### config.mk
export PLATFORM = sky130hd
export DESIGN_NAME = gtpu_header_parser_core
export DESIGN_NICKNAME = d
export VERILOG_FILES = /design/src/rtl/core/gtpu_pkg.sv /design/src/rtl/core/gtpu_front.sv /design/src/rtl/core/gtpu_fifo.sv /design/src/rtl/core/gtpu_back.sv /design/src/rtl/core/gtpu_header_parser_core.sv
export SDC_FILE = /design/constraint.sdc
export NUM_CORES = 1
export LEC_CHECK = 0
export ABC_CLOCK_PERIOD_IN_PS = 8130
export BUFFER_PORTS_ARGS = -buffer_cell sky130_fd_sc_hd__buf_2
export CAP_MARGIN = 30
export CORE_AREA = 8 8 171 173
export DETAILED_ROUTE_END_ITERATION = 6
export DIE_AREA = 0 0 179 181
export MAX_ROUTING_LAYER = met4
export PLACE_DENSITY = 0.79
export SETUP_SLACK_MARGIN = 0.1
export SLEW_MARGIN = 30
export SYNTH_ARGS = -nofsm -noshare
export SYNTH_HDL_FRONTEND = slang
export SYNTH_SLANG_ARGS = --single-unit
### constraint.sdc
create_clock -name clk -period 8.13 [get_ports clk]
set_clock_uncertainty 0.05 [all_clocks]
set_input_delay 0.4065 -clock clk [delete_from_list [all_inputs] [get_ports clk]]
set_output_delay 0.4065 -clock clk [all_outputs]
set_load 0.05 [all_outputs]
### src/rtl/core/gtpu_pkg.sv
// GTP-U header parser package: payload structs, status codes, helpers.
// No dependencies.
`default_nettype none
package gtpu_pkg;

    typedef struct packed {
        logic [7:0] data_byte;
        logic       last_byte;
    } gtpu_in_t;

    typedef struct packed {
        logic [3:0]  status;
        logic [7:0]  msg_type;
        logic [15:0] declared_length;
        logic [31:0] tunnel_id;
        logic        seq_present;
        logic [15:0] seq_num;
        logic [7:0]  npdu_number;
        logic        ext_flag;
        logic [7:0]  first_ext_type;
        logic [2:0]  ext_count;
        logic [16:0] header_length;
    } gtpu_out_t;

    // Classified byte handed from the front part to the back part
    typedef struct packed {
        logic [7:0]  data_byte;
        logic        last_byte;
        logic [16:0] pos;
        logic [16:0] count;
    } gtpu_tok_t;

    localparam logic [3:0] ST_OK        = 4'd0;
    localparam logic [3:0] ST_SHORT     = 4'd1;
    localparam logic [3:0] ST_BAD_FLAGS = 4'd2;
    localparam logic [3:0] ST_EXT_SHORT = 4'd3;
    localparam logic [3:0] ST_UNCOMP    = 4'd4;
    localparam logic [3:0] ST_E_NO_EXT  = 4'd5;
    localparam logic [3:0] ST_TOO_MANY  = 4'd6;
    localparam logic [3:0] ST_TRUNC     = 4'd7;
    localparam logic [3:0] ST_LEN_MISM  = 4'd8;

    localparam logic [16:0] COUNT_MAX = 17'h1FFFF;
    localparam logic [16:0] BASE_BYTES = 17'd8;
    localparam logic [16:0] EXT_BYTES  = 17'd12;

    function automatic logic type_ok(input logic [7:0] t);
        logic r;
        begin
            if (t == 8'h00 || t == 8'h85 || t == 8'hC0)
                r = 1'b1;
            else if (t == 8'h01 || t == 8'h02 || t == 8'hC1 || t == 8'hC2)
                r = 1'b0;
            else
                r = (t[7:6] < 2'd2);
            return r;
        end
    endfunction

endpackage
`default_nettype wire

### src/rtl/core/gtpu_front.sv
// GTP-U front part: accepts bytes, tags each with position and saturating count.
// Depends on gtpu_pkg.
`default_nettype none
module gtpu_front (
    input  wire logic              clk,
    input  wire logic              rst_n,
    input  wire gtpu_pkg::gtpu_in_t in_item,
    input  wire logic              in_valid,
    output logic                   in_ready,
    output gtpu_pkg::gtpu_tok_t    tok,
    output logic                   tok_valid,
    input  wire logic              tok_ready
);
    import gtpu_pkg::*;

    logic [16:0] cnt_reg, cnt_next;
    logic [16:0] inc;
    logic        acc;

    assign in_ready = tok_ready;
    assign tok_valid = in_valid;
    assign acc = in_valid && tok_ready;
    assign inc = (cnt_reg < COUNT_MAX) ? cnt_reg + 17'd1 : COUNT_MAX;

    // Tag the byte; count restarts after the last byte
    always_comb
    begin
        tok.data_byte = in_item.data_byte;
        tok.last_byte = in_item.last_byte;
        tok.pos       = cnt_reg;
        tok.count     = inc;
        cnt_next      = cnt_reg;
        if (acc)
            cnt_next = in_item.last_byte ? 17'd0 : inc;
    end

    always_ff @(posedge clk or negedge rst_n)
    begin
        if (!rst_n)
            cnt_reg <= '0;
        else
            cnt_reg <= cnt_next;
    end
endmodule
`default_nettype wire

### src/rtl/core/gtpu_fifo.sv
// GTP-U queue between front and back parts: small register FIFO.
// Depends on gtpu_pkg.
`default_nettype none
module gtpu_fifo #(
    parameter int DEPTH = 2
) (
    input  wire logic              clk,
    input  wire logic              rst_n,
    input  wire gtpu_pkg::gtpu_tok_t wr_data,
    input  wire logic              wr_valid,
    output logic                   wr_ready,
    output gtpu_pkg::gtpu_tok_t    rd_data,
    output logic                   rd_valid,
    input  wire logic              rd_ready
);
    import gtpu_pkg::*;

    localparam int AW = (DEPTH > 1) ? $clog2(DEPTH) : 1;

    gtpu_tok_t       mem [DEPTH];
    logic [AW-1:0]   wp_reg, rp_reg;
    logic [AW:0]     fill_reg;
    logic            wr, rd;

    assign wr_ready = (fill_reg != (AW+1)'(DEPTH));
    assign rd_valid = (fill_reg != '0);
    assign rd_data  = mem[rp_reg];
    assign wr = wr_valid && wr_ready;
    assign rd = rd_valid && rd_ready;

    always_ff @(posedge clk)
    begin
        if (wr)
            mem[wp_reg] <= wr_data;
    end

    // Pointers wrap at the depth
    always_ff @(posedge clk or negedge rst_n)
    begin
        if (!rst_n)
        begin
            wp_reg   <= '0;
            rp_reg   <= '0;
            fill_reg <= '0;
        end
        else
        begin
            if (wr)
                wp_reg <= (wp_reg == AW'(DEPTH-1)) ? '0 : wp_reg + AW'(1);
            if (rd)
                rp_reg <= (rp_reg == AW'(DEPTH-1)) ? '0 : rp_reg + AW'(1);
            fill_reg <= fill_reg + (AW+1)'(wr) - (AW+1)'(rd);
        end
    end
endmodule
`default_nettype wire

### src/rtl/core/gtpu_back.sv
// GTP-U back part: header field state machine and result register.
// Depends on gtpu_pkg.
`default_nettype none
module gtpu_back #(
    parameter int MAX_EXTENSIONS = 4
) (
    input  wire logic               clk,
    input  wire logic               rst_n,
    input  wire gtpu_pkg::gtpu_tok_t tok,
    input  wire logic               tok_valid,
    output logic                    tok_ready,
    output gtpu_pkg::gtpu_out_t     out_item,
    output logic                    out_valid,
    input  wire logic               out_ready
);
    import gtpu_pkg::*;

    typedef enum logic [2:0] {
        PH_BASE, PH_OPT, PH_EXT_LEN, PH_EXT_BODY, PH_EXT_NEXT, PH_DONE, PH_SKIP
    } phase_t;

    phase_t      ph_reg, ph_next;
    logic [7:0]  flg_reg, flg_next, mt_reg, mt_next, npdu_reg, npdu_next;
    logic [7:0]  nxt_reg, nxt_next;
    logic [15:0] len_reg, len_next, seq_reg, seq_next;
    logic [31:0] teid_reg, teid_next;
    logic [9:0]  left_reg, left_next;
    logic [2:0]  ecnt_reg, ecnt_next;
    logic [3:0]  err_reg, err_next, st;
    logic [16:0] hlen_reg, hlen_next;
    gtpu_out_t   res_reg, res_next;
    logic        ov_reg, acc;
    logic [7:0]  b;
    logic        opt;

    assign tok_ready = !ov_reg || out_ready;
    assign acc = tok_valid && tok_ready;
    assign out_item = res_reg;
    assign out_valid = ov_reg;
    assign b = tok.data_byte;

    // Per-byte field update
    always_comb
    begin
        ph_next = ph_reg; flg_next = flg_reg; mt_next = mt_reg; len_next = len_reg;
        teid_next = teid_reg; seq_next = seq_reg; npdu_next = npdu_reg;
        nxt_next = nxt_reg; left_next = left_reg; ecnt_next = ecnt_reg;
        err_next = err_reg; hlen_next = hlen_reg;
        case (ph_reg)
            PH_BASE:
            begin
                if (tok.pos == 17'd0)
                    flg_next = b;
                else if (tok.pos == 17'd1)
                    mt_next = b;
                else if (tok.pos == 17'd2 || tok.pos == 17'd3)
                    len_next = {len_reg[7:0], b};
                else
                    teid_next = {teid_reg[23:0], b};
                if (tok.pos == 17'd0 && (b[7:5] != 3'd1 || !b[4] || b[0]))
                begin
                    err_next = ST_BAD_FLAGS;
                    ph_next = PH_SKIP;
                end
                else if (tok.pos == 17'd7)
                begin
                    if (flg_reg[2:0] != 3'd0)
                        ph_next = PH_OPT;
                    else
                    begin
                        hlen_next = tok.count;
                        ph_next = PH_DONE;
                    end
                end
            end
            PH_OPT:
            begin
                if (tok.pos == 17'd8 || tok.pos == 17'd9)
                    seq_next = {seq_reg[7:0], b};
                else if (tok.pos == 17'd10)
                    npdu_next = b;
                else
                begin
                    nxt_next = b;
                    if (!type_ok(b))
                    begin
                        err_next = ST_UNCOMP; ph_next = PH_SKIP;
                    end
                    else if (!flg_reg[2])
                    begin
                        hlen_next = tok.count; ph_next = PH_DONE;
                    end
                    else if (b == 8'd0)
                    begin
                        err_next = ST_E_NO_EXT; ph_next = PH_SKIP;
                    end
                    else
                        ph_next = PH_EXT_LEN;
                end
            end
            PH_EXT_LEN:
            begin
                if (b == 8'd0)
                begin
                    err_next = ST_TRUNC; ph_next = PH_SKIP;
                end
                else
                begin
                    left_next = {b, 2'b00} - 10'd2;
                    ph_next = PH_EXT_BODY;
                end
            end
            PH_EXT_BODY:
            begin
                if (left_reg <= 10'd1)
                begin
                    left_next = '0; ph_next = PH_EXT_NEXT;
                end
                else
                    left_next = left_reg - 10'd1;
            end
            PH_EXT_NEXT:
            begin
                if (ecnt_reg >= 3'(MAX_EXTENSIONS))
                begin
                    err_next = ST_TOO_MANY; ph_next = PH_SKIP;
                end
                else
                begin
                    ecnt_next = ecnt_reg + 3'd1;
                    if (b == 8'd0)
                    begin
                        hlen_next = tok.count; ph_next = PH_DONE;
                    end
                    else if (!type_ok(b))
                    begin
                        err_next = ST_UNCOMP; ph_next = PH_SKIP;
                    end
                    else
                        ph_next = PH_EXT_LEN;
                end
            end
            default: ;
        endcase
    end

    // Final status from the post-update state
    always_comb
    begin
        opt = (flg_next[2:0] != 3'd0);
        if (tok.count < BASE_BYTES)
            st = ST_SHORT;
        else if (err_next == ST_BAD_FLAGS)
            st = ST_BAD_FLAGS;
        else if (opt && tok.count < EXT_BYTES)
            st = ST_EXT_SHORT;
        else if (err_next != ST_OK)
            st = err_next;
        else if (ph_next != PH_DONE)
            st = ST_TRUNC;
        else if (17'(len_next) != tok.count - BASE_BYTES)
            st = ST_LEN_MISM;
        else
            st = ST_OK;
        res_next.status          = st;
        res_next.msg_type        = mt_next;
        res_next.declared_length = len_next;
        res_next.tunnel_id       = teid_next;
        res_next.seq_present     = flg_next[1];
        res_next.seq_num         = seq_next;
        res_next.npdu_number     = npdu_next;
        res_next.ext_flag        = flg_next[2];
        res_next.first_ext_type  = nxt_next;
        res_next.ext_count       = ecnt_next;
        res_next.header_length   = (st == ST_OK || st == ST_LEN_MISM) ? hlen_next : '0;
    end

    always_ff @(posedge clk)
    begin
        if (acc && tok.last_byte)
            res_reg <= res_next;
    end

    // Parse state; cleared after the last byte of each packet
    always_ff @(posedge clk or negedge rst_n)
    begin
        if (!rst_n)
        begin
            ph_reg <= PH_BASE; flg_reg <= '0; mt_reg <= '0; len_reg <= '0;
            teid_reg <= '0; seq_reg <= '0; npdu_reg <= '0; nxt_reg <= '0;
            left_reg <= '0; ecnt_reg <= '0; err_reg <= '0; hlen_reg <= '0;
            ov_reg <= 1'b0;
        end
        else
        begin
            if (acc && tok.last_byte)
            begin
                ph_reg <= PH_BASE; flg_reg <= '0; mt_reg <= '0; len_reg <= '0;
                teid_reg <= '0; seq_reg <= '0; npdu_reg <= '0; nxt_reg <= '0;
                left_reg <= '0; ecnt_reg <= '0; err_reg <= '0; hlen_reg <= '0;
            end
            else if (acc)
            begin
                ph_reg <= ph_next; flg_reg <= flg_next; mt_reg <= mt_next;
                len_reg <= len_next; teid_reg <= teid_next; seq_reg <= seq_next;
                npdu_reg <= npdu_next; nxt_reg <= nxt_next; left_reg <= left_next;
                ecnt_reg <= ecnt_next; err_reg <= err_next; hlen_reg <= hlen_next;
            end
            if (acc && tok.last_byte)
                ov_reg <= 1'b1;
            else if (out_ready)
                ov_reg <= 1'b0;
        end
    end
endmodule
`default_nettype wire

### src/rtl/core/gtpu_header_parser_core.sv
// GTP-U v1 header parser top level: front tagger, queue, back parser.
// Depends on gtpu_pkg, gtpu_front, gtpu_fifo, gtpu_back.
//
//   channel | direction | payload     | handshake
//   in      | input     | gtpu_in_t   | in_valid / in_ready
//   out     | output    | gtpu_out_t  | out_valid / out_ready
//
// One byte per cycle sustained while the output is not stalled; the back part's per-byte field update sets it.
// After its last byte is accepted, the byte waits in a queue slot, then the
// back part registers the result as it takes the byte.
// rst_n clears counters, parse state and the queue; no clearing pass.
// Output stalls back up through the two-entry queue to in_ready.
`default_nettype none
module gtpu_header_parser_core #(
    parameter int MAX_EXTENSIONS = 4
) (
    input  wire logic               clk,
    input  wire logic               rst_n,
    input  wire gtpu_pkg::gtpu_in_t  in_item,
    input  wire logic               in_valid,
    output logic                    in_ready,
    output gtpu_pkg::gtpu_out_t     out_item,
    output logic                    out_valid,
    input  wire logic               out_ready
);
    import gtpu_pkg::*;

    gtpu_tok_t f_tok, q_tok;
    logic      f_valid, f_ready, q_valid, q_ready;

    gtpu_front u_front (
        .clk, .rst_n, .in_item, .in_valid, .in_ready,
        .tok(f_tok), .tok_valid(f_valid), .tok_ready(f_ready)
    );

    gtpu_fifo #(.DEPTH(2)) u_fifo (
        .clk, .rst_n,
        .wr_data(f_tok), .wr_valid(f_valid), .wr_ready(f_ready),
        .rd_data(q_tok), .rd_valid(q_valid), .rd_ready(q_ready)
    );

    gtpu_back #(.MAX_EXTENSIONS(MAX_EXTENSIONS)) u_back (
        .clk, .rst_n, .tok(q_tok), .tok_valid(q_valid), .tok_ready(q_ready),
        .out_item, .out_valid, .out_ready
    );
endmodule
`default_nettype wire

Yosys cells after proc, flatten, opt, wreduce, memory -nomap -nowiden --
Memories as Yosys holds them, arrays and structs flattened. Index checks and enable logic that the tools add are counted.
Storage, ports and cells: register bits after elaboration 264, memory bits (writable) 86, output and inout port bits 116, memories kept 1
Operators by class: add/sub/neg operators 9, order comparisons 6, equal/unequal tests 24, mux-type cells 107, reduce and logical (&&, ||, !) cells 30
Memory list:
- u_fifo.mem | words 2, bits a word 43, rd ports 1, clocked after memory_dff 0, write ports 1, RTL line gtpu_fifo.sv:20 | gtpu_tok_t mem [DEPTH];
Operator list (count):
- two-way mux 17 bit | 13
- two-way mux 32 bit | 6
- two-way mux 16 bit | 10
- two-way mux 8 bit | 15
- two-way mux 4 bit | 18
- two-way mux 3 bit | 23
- equality test 17 x 4 -> 1 bit, second input constant | 3
- case mux 17 bit (3 select lines) | 1
- two-way mux 10 bit | 4
- equality test 17 x 2 -> 1 bit, second input constant | 2
- less-than comparator 17 x 4 -> 1 bit, second input constant | 2
- equality test 8 bit, second input constant | 4
- case mux 10 bit (2 select lines) | 1
- adder 17 x 1 -> 17 bit, second input constant | 1
- equality test 17 x 1 -> 1 bit, second input constant | 1
- equality test 17 x 3 -> 1 bit, second input constant | 1
- logical NOT 17 bit | 1
- less-than comparator 17 bit, second input constant | 1
- != test 16 x 17 -> 1 bit | 1
- subtractor 17 x 4 -> 17 bit, second input constant | 1
- case mux 4 bit (4 select lines) | 1
- case mux 3 bit (5 select lines) | 1
- two-way mux 1 bit | 14
- logical OR 1 bit | 11
- 28 further kinds | 40

Depth between registers and ports, before layout --
Gate-level depths: netlist of run 1. An unclocked memory read counts as a cell.
word-level depth 22, depth in mapped cells 16, gate-level depth less buffers 10

Modules after synthesis --
From an unflattened synthesis of run 1, not the netlist that was laid out.
Second synthesis, totals: cell total of the unflattened synthesis 1245, area total of the unflattened synthesis 16173.0 um^2
By module, submodules not included:
- gtpu_back | instances 1, cells an instance 926, area an instance 11338.4 um^2
- gtpu_fifo | instances 1, cells an instance 156, area an instance 3335.7 um^2
- gtpu_front | instances 1, cells an instance 163, area an instance 1498.9 um^2

Worst setup path before layout of run 1 --
No wires, ideal clock.
path kind flip-flop to flip-flop, from reg u_fifo.rp_reg, to reg u_back.res_reg, in the netlist u_back.out_item[0] (enable), setup time 0.589 ns, arrival time 6.716 ns, required time 7.491 ns, setup slack 0.775 ns, stages on the path, launching flop included 8, period minus slack after synthesis 7.355 ns, path through dfrtp_1 > clkbuf_1 > buf_2 > buf_1 > clkbuf_1 > clkbuf_1 > mux2i_1 > nor2_1
Between the ends: longest elaborated chain between the ends 2
Ends and longest elaborated chain:
- from (decl) | RTL line gtpu_fifo.sv:21 | logic [AW-1:0] wp_reg, rp_reg;
- from (signal assigned) | RTL line gtpu_fifo.sv:51 | rp_reg <= (rp_reg == AW'(DEPTH-1)) ? '0 : rp_reg + AW'(1);
- memory (2 x 43 bit)
- logical AND 1 bit | RTL line gtpu_back.sv:180 | if (acc && tok.last_byte)
- to (signal assigned) | RTL line gtpu_back.sv:181 | res_reg <= res_next;
- to (decl) | RTL line gtpu_back.sv:31 | gtpu_out_t res_reg, res_next;
No other way between the ends. A chain may end at the register's enable or synchronous reset.

Worst setup path in the final report of run 1 --
from reg u_fifo.rp_reg, to reg u_back.res_reg, in the netlist u_back.out_item[3] (data pin)
Between the ends: longest elaborated chain between the ends 22, elaborated cells on any way between the ends 94, those cells by class 1 x add/sub; 3 x order compare; 18 x eq/ne; 53 x mux; 18 x reduce/logical; 1 x memory
Ends and longest elaborated chain:
- memory (2 x 43 bit) (*)
- equality test 8 x 1 -> 1 bit or equality test 8 x 2 -> 1 bit (tied branches) | RTL line gtpu_pkg.sv:52 | else if (t == 8'h01 || t == 8'h02 || t == 8'hC1 || t == 8'hC2)
- logical OR 1 bit (3 in a row) | RTL line gtpu_pkg.sv:52
- two-way mux 1 bit | RTL line gtpu_pkg.sv:52
- two-way mux 1 bit | RTL line gtpu_pkg.sv:50 | if (t == 8'h00 || t == 8'h85 || t == 8'hC0)
- two-way mux 1 bit, on equally long branches | RTL line gtpu_back.sv:80, gtpu_back.sv:131
- two-way mux 1 bit, on equally long branches | RTL line gtpu_back.sv:78, gtpu_back.sv:124
- two-way mux 1 bit | RTL line gtpu_back.sv:49 | case (ph_reg)
- [... 4 more ...]
- != test 3 bit | RTL line gtpu_back.sv:159 | else if (ph_next != PH_DONE)
- two-way mux 4 bit | RTL line gtpu_back.sv:159
- two-way mux 4 bit | RTL line gtpu_back.sv:157 | else if (err_next != ST_OK)
- two-way mux 4 bit | RTL line gtpu_back.sv:155 | else if (opt && tok.count < EXT_BYTES)
- two-way mux 4 bit | RTL line gtpu_back.sv:153 | else if (err_next == ST_BAD_FLAGS)
- two-way mux 4 bit | RTL line gtpu_back.sv:151 | if (tok.count < BASE_BYTES)
- equality test 4 bit or logical NOT 4 bit (tied branches) | RTL line gtpu_back.sv:175 | res_next.header_length = (st == ST_OK || st == ST_LEN_MISM) ? hlen_next : '0;
- logical OR 1 bit | RTL line gtpu_back.sv:175
Every way passes the cells marked *; elsewhere a longest branch is shown, timed or not. The select of a mux whose other input is x is not followed.

==> results of run 1 <==
cell type report:
| type | count | area (um^2) |
|---|---|---|
| timing repair buffer | 151 | 873 |
| sequential | 350 | 9760 |
| clock inverter | 21 | 216 |
| inverter | 38 | 143 |
| tap | 341 | 427 |
| clock buffer | 46 | 990 |
| fill | 1863 | 8580 |
| multi-input combinational | 819 | 5510 |
power groups by stage:
stage | logic [uW] | registers (uW) | clock network, uW
after floorplan | 1050 | 3390 | 0
after global placement | 2390 | 2670 | 0
after detailed placement | 2450 | 2690 | 0
after CTS | 2460 | 2660 | 1690
after global routing | 2600 | 2700 | 1760
final | 2460 | 2660 | 1670
cell usage after synthesis, drive strengths merged (11+ instances only):
master / instances / area [um^2]
a22o: 96 / 841
dfrtp: 150 / 3750
mux2i: 46 / 460
nor2: 76 / 288
nand2: 118 / 443
nor3: 57 / 335
a21oi: 53 / 265
o21ai: 101 / 505
buf: 13 / 72.6
mux2: 45 / 507
xnor2: 35 / 307
nand3: 21 / 105
nor4: 14 / 87.6
edfxtp: 200 / 6010
clkbuf: 52 / 195
xor2: 11 / 96.3
ha: 13 / 163
inv: 38 / 143
worst min-delay path by stage:
stage / from / endpoint / slack (ps) / depth (start not counted)
floorplan: rst_n / u_back.ecnt_reg[0] / 60 / 0
global placement: u_back.len_reg[11] / u_back.len_reg[11] / 410 / 2
detailed placement: u_back.len_reg[9] / u_back.len_reg[9] / 420 / 2
CTS: in_item[3] / u_fifo.mem[0][37] / 20 / 1
global route: in_item[2] / u_fifo.mem[0][36] / 30 / 1
finish: in_item[3] / u_fifo.mem[0][37] / 40 / 1
what timing repair did:
item	in CTS	in global routing
setup endpoints to repair	0	0
hold endpoints to repair	77	0
buffers inserted	0	0
gates resized for setup	0	0
hold buffers	1	0
metal layers:
layer | GRT usage | vias up | part of all wire | routed length [um]
met3 | 0.0365 | 105 | 0.072 | 2720
li1 | - | 5030 | - | -
met5 | - | - | 0 | 0
met4 | 0.0867 | 0 | 0.035 | 1330
met1 | 0.316 | 5423 | 0.41 | 15600
met2 | 0.369 | 438 | 0.48 | 18200
cells in the final DEF (no fill, tap or decap), types with 5 or more instances in the layout:
cell	instances
clkinv_2	8
xnor2_1	35
buf_4	17
nand3_1	21
nand4_1	8
nor4_1	14
o211ai_1	5
a211oi_1	7
a22o_1	96
a21oi_1	52
dfrtp_1	149
mux2i_1	46
nand2_1	118
nor3_2	10
xor2_1	11
o21ai_0	99
a31oi_1	6
nor4b_1	5
ha_1	13
clkbuf_16	37
inv_1	38
clkbuf_1	6
buf_2	127
o31ai_1	6
nor2_1	71
nor3_1	47
or3_1	5
o21a_1	7
a21o_1	6
edfxtp_1	200
nor3b_1	6
mux2_2	45
or4_1	5
nand2b_1	8
kinds of logic (layout without fill, tap and decap cells):
| group | after synthesis | in the layout | synth area share |
|---|---|---|---|
| adders and majority gates | 13 | 13 | 0.0104 |
| DFF | 350 | 350 | 0.625 |
| AOI/OAI and AO/OA | 328 | 328 | 0.144 |
| and+or+nand+nor | 341 | 341 | 0.106 |
| xor gates and xnor gates | 46 | 46 | 0.0258 |
| muxes | 91 | 91 | 0.0619 |
| buffers and inverters | 103 | 256 | 0.0263 |
through the flow:
step	power (uW)	setup WS, ps
final	6780	2890
after global routing	7060	2540
after CTS	6810	3030
after detailed placement	5140	3180
after global placement	5070	3420
after floorplan	4440	775
==> results.ini, run 1 <==
[outcome]
status = finished clean

[grt]
antenna_found_initial = 0
grt_pass1_vias = 10761
grt_start_max_net_pins = 80
gr-total-overflow = 0
grt_use_total = 0.239
grt_pass1_wl_um = 60100

[sta]
period_share = 0.645
rsz0062_at_grt = false
relSlewSlack = 0.315
drv_slew = 0
fmax_mhz = 191
setup_viol = 0
tightest_slew_ps = 1030
whs_ps = 39.3
hold_violations = 0
fin_crit_ps = 5240
fin_setup_tns_ps = 0

[final_layout]
synthToLayoutAreaGrowth_pct = 14.8
final_cells = 1766
antennaDiodeCount = 0
fin_area_mm2 = 0.0179
largest_reg_flops = 114
drive_gt1_frac = 0.195
nets = 1423
fin_util = 0.676

[logic_synthesis]
syn_avg_cell_area_um2 = 12.3
synth-async-reset-ratio = 0.429
ys.flop_type = edfxtp_1
ys_types = 68
synthCells = 1272
ys_seq_area_frac = 0.625
synth_enable_flop_cells = 200
yosys_warnings = 0
ys_ff_latch = 350
syn_area_mm2 = 0.0156
synth_nets = 1298

[setup_path]
cp_slowest_cell = dfrtp_2
rrSetupSlack_ps = 2890
path_class = flip-flop to flip-flop
cp_num_buf_inv = 2
startpoint_type = flip-flop
crit_start = u_fifo.rp_reg
crit_cells = 10
critPathArrivalTime_ps = 5540
end_kind = flip-flop
rr_startpoint = u_fifo.rp_reg
r2r_cells = 10
crit_family = compound AO/OA/AOI/OAI gates
slowest_delay_ps = 960
r2r_end = u_back.out_item[3]
crit_path_frequent_cell = buf_4
cp.required_ps = 8420
worstPathCellList = buf_4, nor4b_1, nand3_1, a222oi_1, nor2_2, a211o_1, a211oi_1, nor2_1, buf_4, nor3_1
critPathMaxFanout = 41
critPathCapture = u_back.out_item[3]

[run]
maxCapViolations = 0

[place]
gp_congestion = 0.965
dp.cells = 1698
dpl-instance-area_mm2 = 0.0167
dp_hpwl_um = 25400
numPortBuffers = 128

[route]
first_iter_violations = 1110
vias = 10996
routed_wl_um = 37900
drc_errors = 0
postRouteAntennaNets = 0
viasPerCell = 6.23
wl_per_cell_um = 21.5
drt-pass1-iter-count = 7

[floorplan]
die_w_um = 179
dieArea_mm2 = 0.0324
coreArea_mm2 = 0.0265
initial_core_util = 0.589
ioPinCount = 129
die-height_um = 181
rows = 60

[clock_tree]
clk_pin_slew_ps = 60
cts_root_buf = clkbuf_16
cts_max_path_buffers = 3
cts_tree = built
clock_sinks = 350
cts_buffers = 37
cts-htree-levels = 2
clk_latency_ps = 520

[power]
power.share.sequential = 0.392
clock_power_share = 0.246
sw_frac_of_total = 0.406
power.density_mw_per_mm2 = 379
p_switching_uw = 2760
power_leakage_uw = 0.00734
p_comb_frac = 0.362
cell_internal_pwr_uw = 4030
vdd.ir_drop.worst_mv = 0.400

[min_path]
hp-class = input pin to flip-flop

Power figures use the tool's default switching activity.
==> run 2: changes to the inputs <==
--- a/config.mk
+++ b/config.mk
@@ -5,7 +5,7 @@
 export SDC_FILE = /design/constraint.sdc
 export NUM_CORES = 1
 export LEC_CHECK = 0
-export ABC_CLOCK_PERIOD_IN_PS = 8130
+export ABC_CLOCK_PERIOD_IN_PS = 5400
 export BUFFER_PORTS_ARGS = -buffer_cell sky130_fd_sc_hd__buf_2
 export CAP_MARGIN = 30
 export CORE_AREA = 8 8 171 173
==> constraint.sdc (replaced) <==
create_clock -name clk -period 5.4 [get_ports clk]
set_clock_uncertainty 0.05 [all_clocks]
set_input_delay 0.27 -clock clk [delete_from_list [all_inputs] [get_ports clk]]
set_output_delay 0.27 -clock clk [all_outputs]
set_load 0.05 [all_outputs]
==> run 2 against run 1 <==
- power grew 51%
- die area unchanged
- fmax is 23% higher
- first-iteration DRC count down 6.4%
- worst setup slack lost 1800 ps
- critical path depth is 1 lower
- largest cell class unchanged
- via count up 0.50%
==> results.ini, run 2 (synthesized netlist as in run 1, its figures left out) <==
[outcome]
status = finished clean  ; unchanged

[clock_tree]
cts_buffers = 36  ; was 37
cts_max_path_buffers = 3  ; unchanged
cts_root_buf = clkbuf_16  ; unchanged
postCtsSetupBuffers = 0  ; unchanged
clk_latency_ps = 510  ; was 520 ps
cts-htree-levels = 2  ; unchanged
cts_tree = built  ; unchanged
clk_pin_slew_ps = 60  ; about the same
clock_sinks = 350  ; unchanged

[grt]
grt_use_total = 0.239  ; about the same
antenna_found_initial = 0  ; unchanged
gr-total-overflow = 0  ; unchanged
grt_pass1_vias = 10982  ; was 10761
grt_start_max_net_pins = 80  ; unchanged
grt_pass1_wl_um = 60500  ; was 60100 um

[setup_path]
r2r_end = u_back.hlen_reg[7]  ; was u_back.out_item[3]
slowest_delay_ps = 680  ; was 960 ps
cp.required_ps = 5770  ; was 8420 ps
path_class = flip-flop to flip-flop  ; unchanged
cp_slowest_cell = a2111o_1  ; was dfrtp_2
r2r_cells = 9  ; was 10
end_kind = flip-flop  ; unchanged
worstPathCellList = buf_4, nor4b_1, nand3_1, a221o_1, nor3_1, a2111o_1, a21o_1, nand2_1, o21ai_0  ; was buf_4, nor4b_1, nand3_1, a222oi_1, nor2_2, a211o_1, a211oi_1, nor2_1, buf_4, nor3_1
rr_startpoint = u_fifo.rp_reg  ; unchanged
critPathArrivalTime_ps = 4640  ; was 5540 ps
critPathMaxFanout = 27  ; was 41
rrSetupSlack_ps = 1130  ; was 2890 ps
startpoint_type = flip-flop  ; unchanged

[route]
first_iter_violations = 1039  ; was 1110
viasPerCell = 6.20  ; was 6.23
postRouteAntennaNets = 0  ; unchanged
routed_wl_um = 38100  ; was 37900 um
drc_errors = 0  ; unchanged
wl_per_cell_um = 21.4  ; was 21.5 um
vias = 11051  ; was 10996
drt-pass1-iter-count = 6  ; was 7

[power]
power.total_uw = 10200  ; was 6780 uW
power_leakage_uw = 0.00743  ; was 0.00734 uW
p_comb_frac = 0.365  ; was 0.362
power.density_mw_per_mm2 = 566  ; was 379 mW/mm^2
vdd.ir_drop.worst_mv = 0.619  ; was 0.400 mV
cell_internal_pwr_uw = 6120  ; was 4030 uW
power.share.sequential = 0.387  ; was 0.392
sw_frac_of_total = 0.402  ; was 0.406
p_switching_uw = 4120  ; was 2760 uW
clock_power_share = 0.248  ; was 0.246

[sta]
period_share = 0.791  ; was 0.645
fin_crit_ps = 4270  ; was 5240 ps
setup_viol = 0  ; unchanged
tightest_slew_ps = 909  ; was 1030 ps
setup_ws_ps = 1130  ; was 2890 ps
fin_setup_tns_ps = 0  ; unchanged
hold_violations = 0  ; unchanged
rsz0062_at_grt = false  ; unchanged
whs_ps = 140  ; was 39.3 ps
drv_slew = 0  ; unchanged
relSlewSlack = 0.377  ; was 0.315
fmax_mhz = 234  ; was 191 MHz

[min_path]
holdPathEnd = u_back.out_valid  ; was u_fifo.mem[0][37]
hp-class = input pin to flip-flop  ; unchanged
hold_start = out_ready  ; was in_item[3]
holdPathStages = 3  ; was 1

[place]
numPortBuffers = 128  ; unchanged
gp_congestion = 0.922  ; was 0.965
dp_slack_ps = 1200  ; was 3180 ps
dp_hpwl_um = 26000  ; was 25400 um

[floorplan]
die-height_um = 181  ; unchanged
die_w_um = 179  ; unchanged
dieArea_mm2 = 0.0324  ; unchanged
rows = 60  ; unchanged
initial_core_util = 0.589  ; unchanged
ioPinCount = 129  ; unchanged
coreArea_mm2 = 0.0265  ; unchanged

[final_layout]
largest_reg_flops = 114  ; unchanged
nets = 1438  ; was 1423
drive_gt1_frac = 0.197  ; was 0.195
layout_commonest_cell = edfxtp_1  ; unchanged
synthToLayoutAreaGrowth_pct = 16.0  ; was 14.8%
layout_common_cells = edfxtp_1 (200), dfrtp_1 (149), buf_2 (127), nand2_1 (118), o21ai_0 (99)  ; unchanged
antennaDiodeCount = 0  ; unchanged

[run]
maxCapViolations = 0  ; unchanged

run 2: cell types whose count changed in the layout (fill, tap and decap cells not counted), sizes merged:
cell / change
dlygate4sd3: +9
buf: +7
clkinv: -2
clkbuf: +1
run 2: cell type report:
| type | count | area (um^2) |
|---|---|---|
| clock inverter | 19 | 214 |
| fill | 1857 | 8380 |
| inverter | 38 | 143 |
| multi-input combinational | 819 | 5510 |
| timing repair buffer | 167 | 1040 |
| tap | 341 | 427 |
| clock buffer | 47 | 1010 |
| sequential | 350 | 9760 |
run 2: critical path, delay by kind of cell (launching register included):
family	cells	cell delay [ps]
DFF	1	660
and+or+nand+nor	4	1260
buffers and inverters	1	370
AOI/OAI and AO/OA	4	1820
run 2: routing by layer:
layer  part of all wire  GRT usage  wire length (um)  vias to the layer above
li1                   -          -                 -                     5054
met1               0.41      0.309             15700                     5483
met2               0.49      0.386             18800                      437
met3              0.067     0.0338              2560                       77
met4              0.028     0.0758              1060                        0
met5                  0          -                 0                        -
run 2: worst max path at each step:
stage | startpoint | to | slack (ps) | depth (start not counted)
floorplan | u_fifo.rp_reg | u_back.out_item[10] | 1050 | 14
global placement | u_fifo.rp_reg | u_back.hlen_reg[3] | 1370 | 9
detailed placement | u_fifo.rp_reg | u_back.hlen_reg[7] | 1200 | 9
CTS | u_fifo.rp_reg | u_back.hlen_reg[7] | 1170 | 9
global route | u_fifo.rp_reg | u_back.hlen_reg[11] | 850 | 9
finish | u_fifo.rp_reg | u_back.hlen_reg[7] | 1130 | 9
run 2: power by group through the flow:
stage | logic [uW] | registers (uW) | clock network [uW]
after floorplan | 1590 | 5050 | 0
after global placement | 3610 | 3990 | 0
after detailed placement | 3730 | 4010 | 0
after CTS | 3750 | 3970 | 2580
after global routing | 3950 | 4030 | 2670
final | 3740 | 3970 | 2540
run 2: repair_timing:
item,4_1_cts,5_1_grt
hold buffers,10,0
gates resized for setup,0,0
hold endpoints to repair,64,0
run 2: through the flow:
stage          cell area (um^2)  std cells   util
4_1_cts                   18100       1781  0.683
2_1_floorplan             15600       1272      -
5_1_grt                   18100       1781  0.684
3_3_place_gp              16700       1700  0.629
3_5_place_dp              16800       1705  0.633
6_report                  18100       1781  0.684
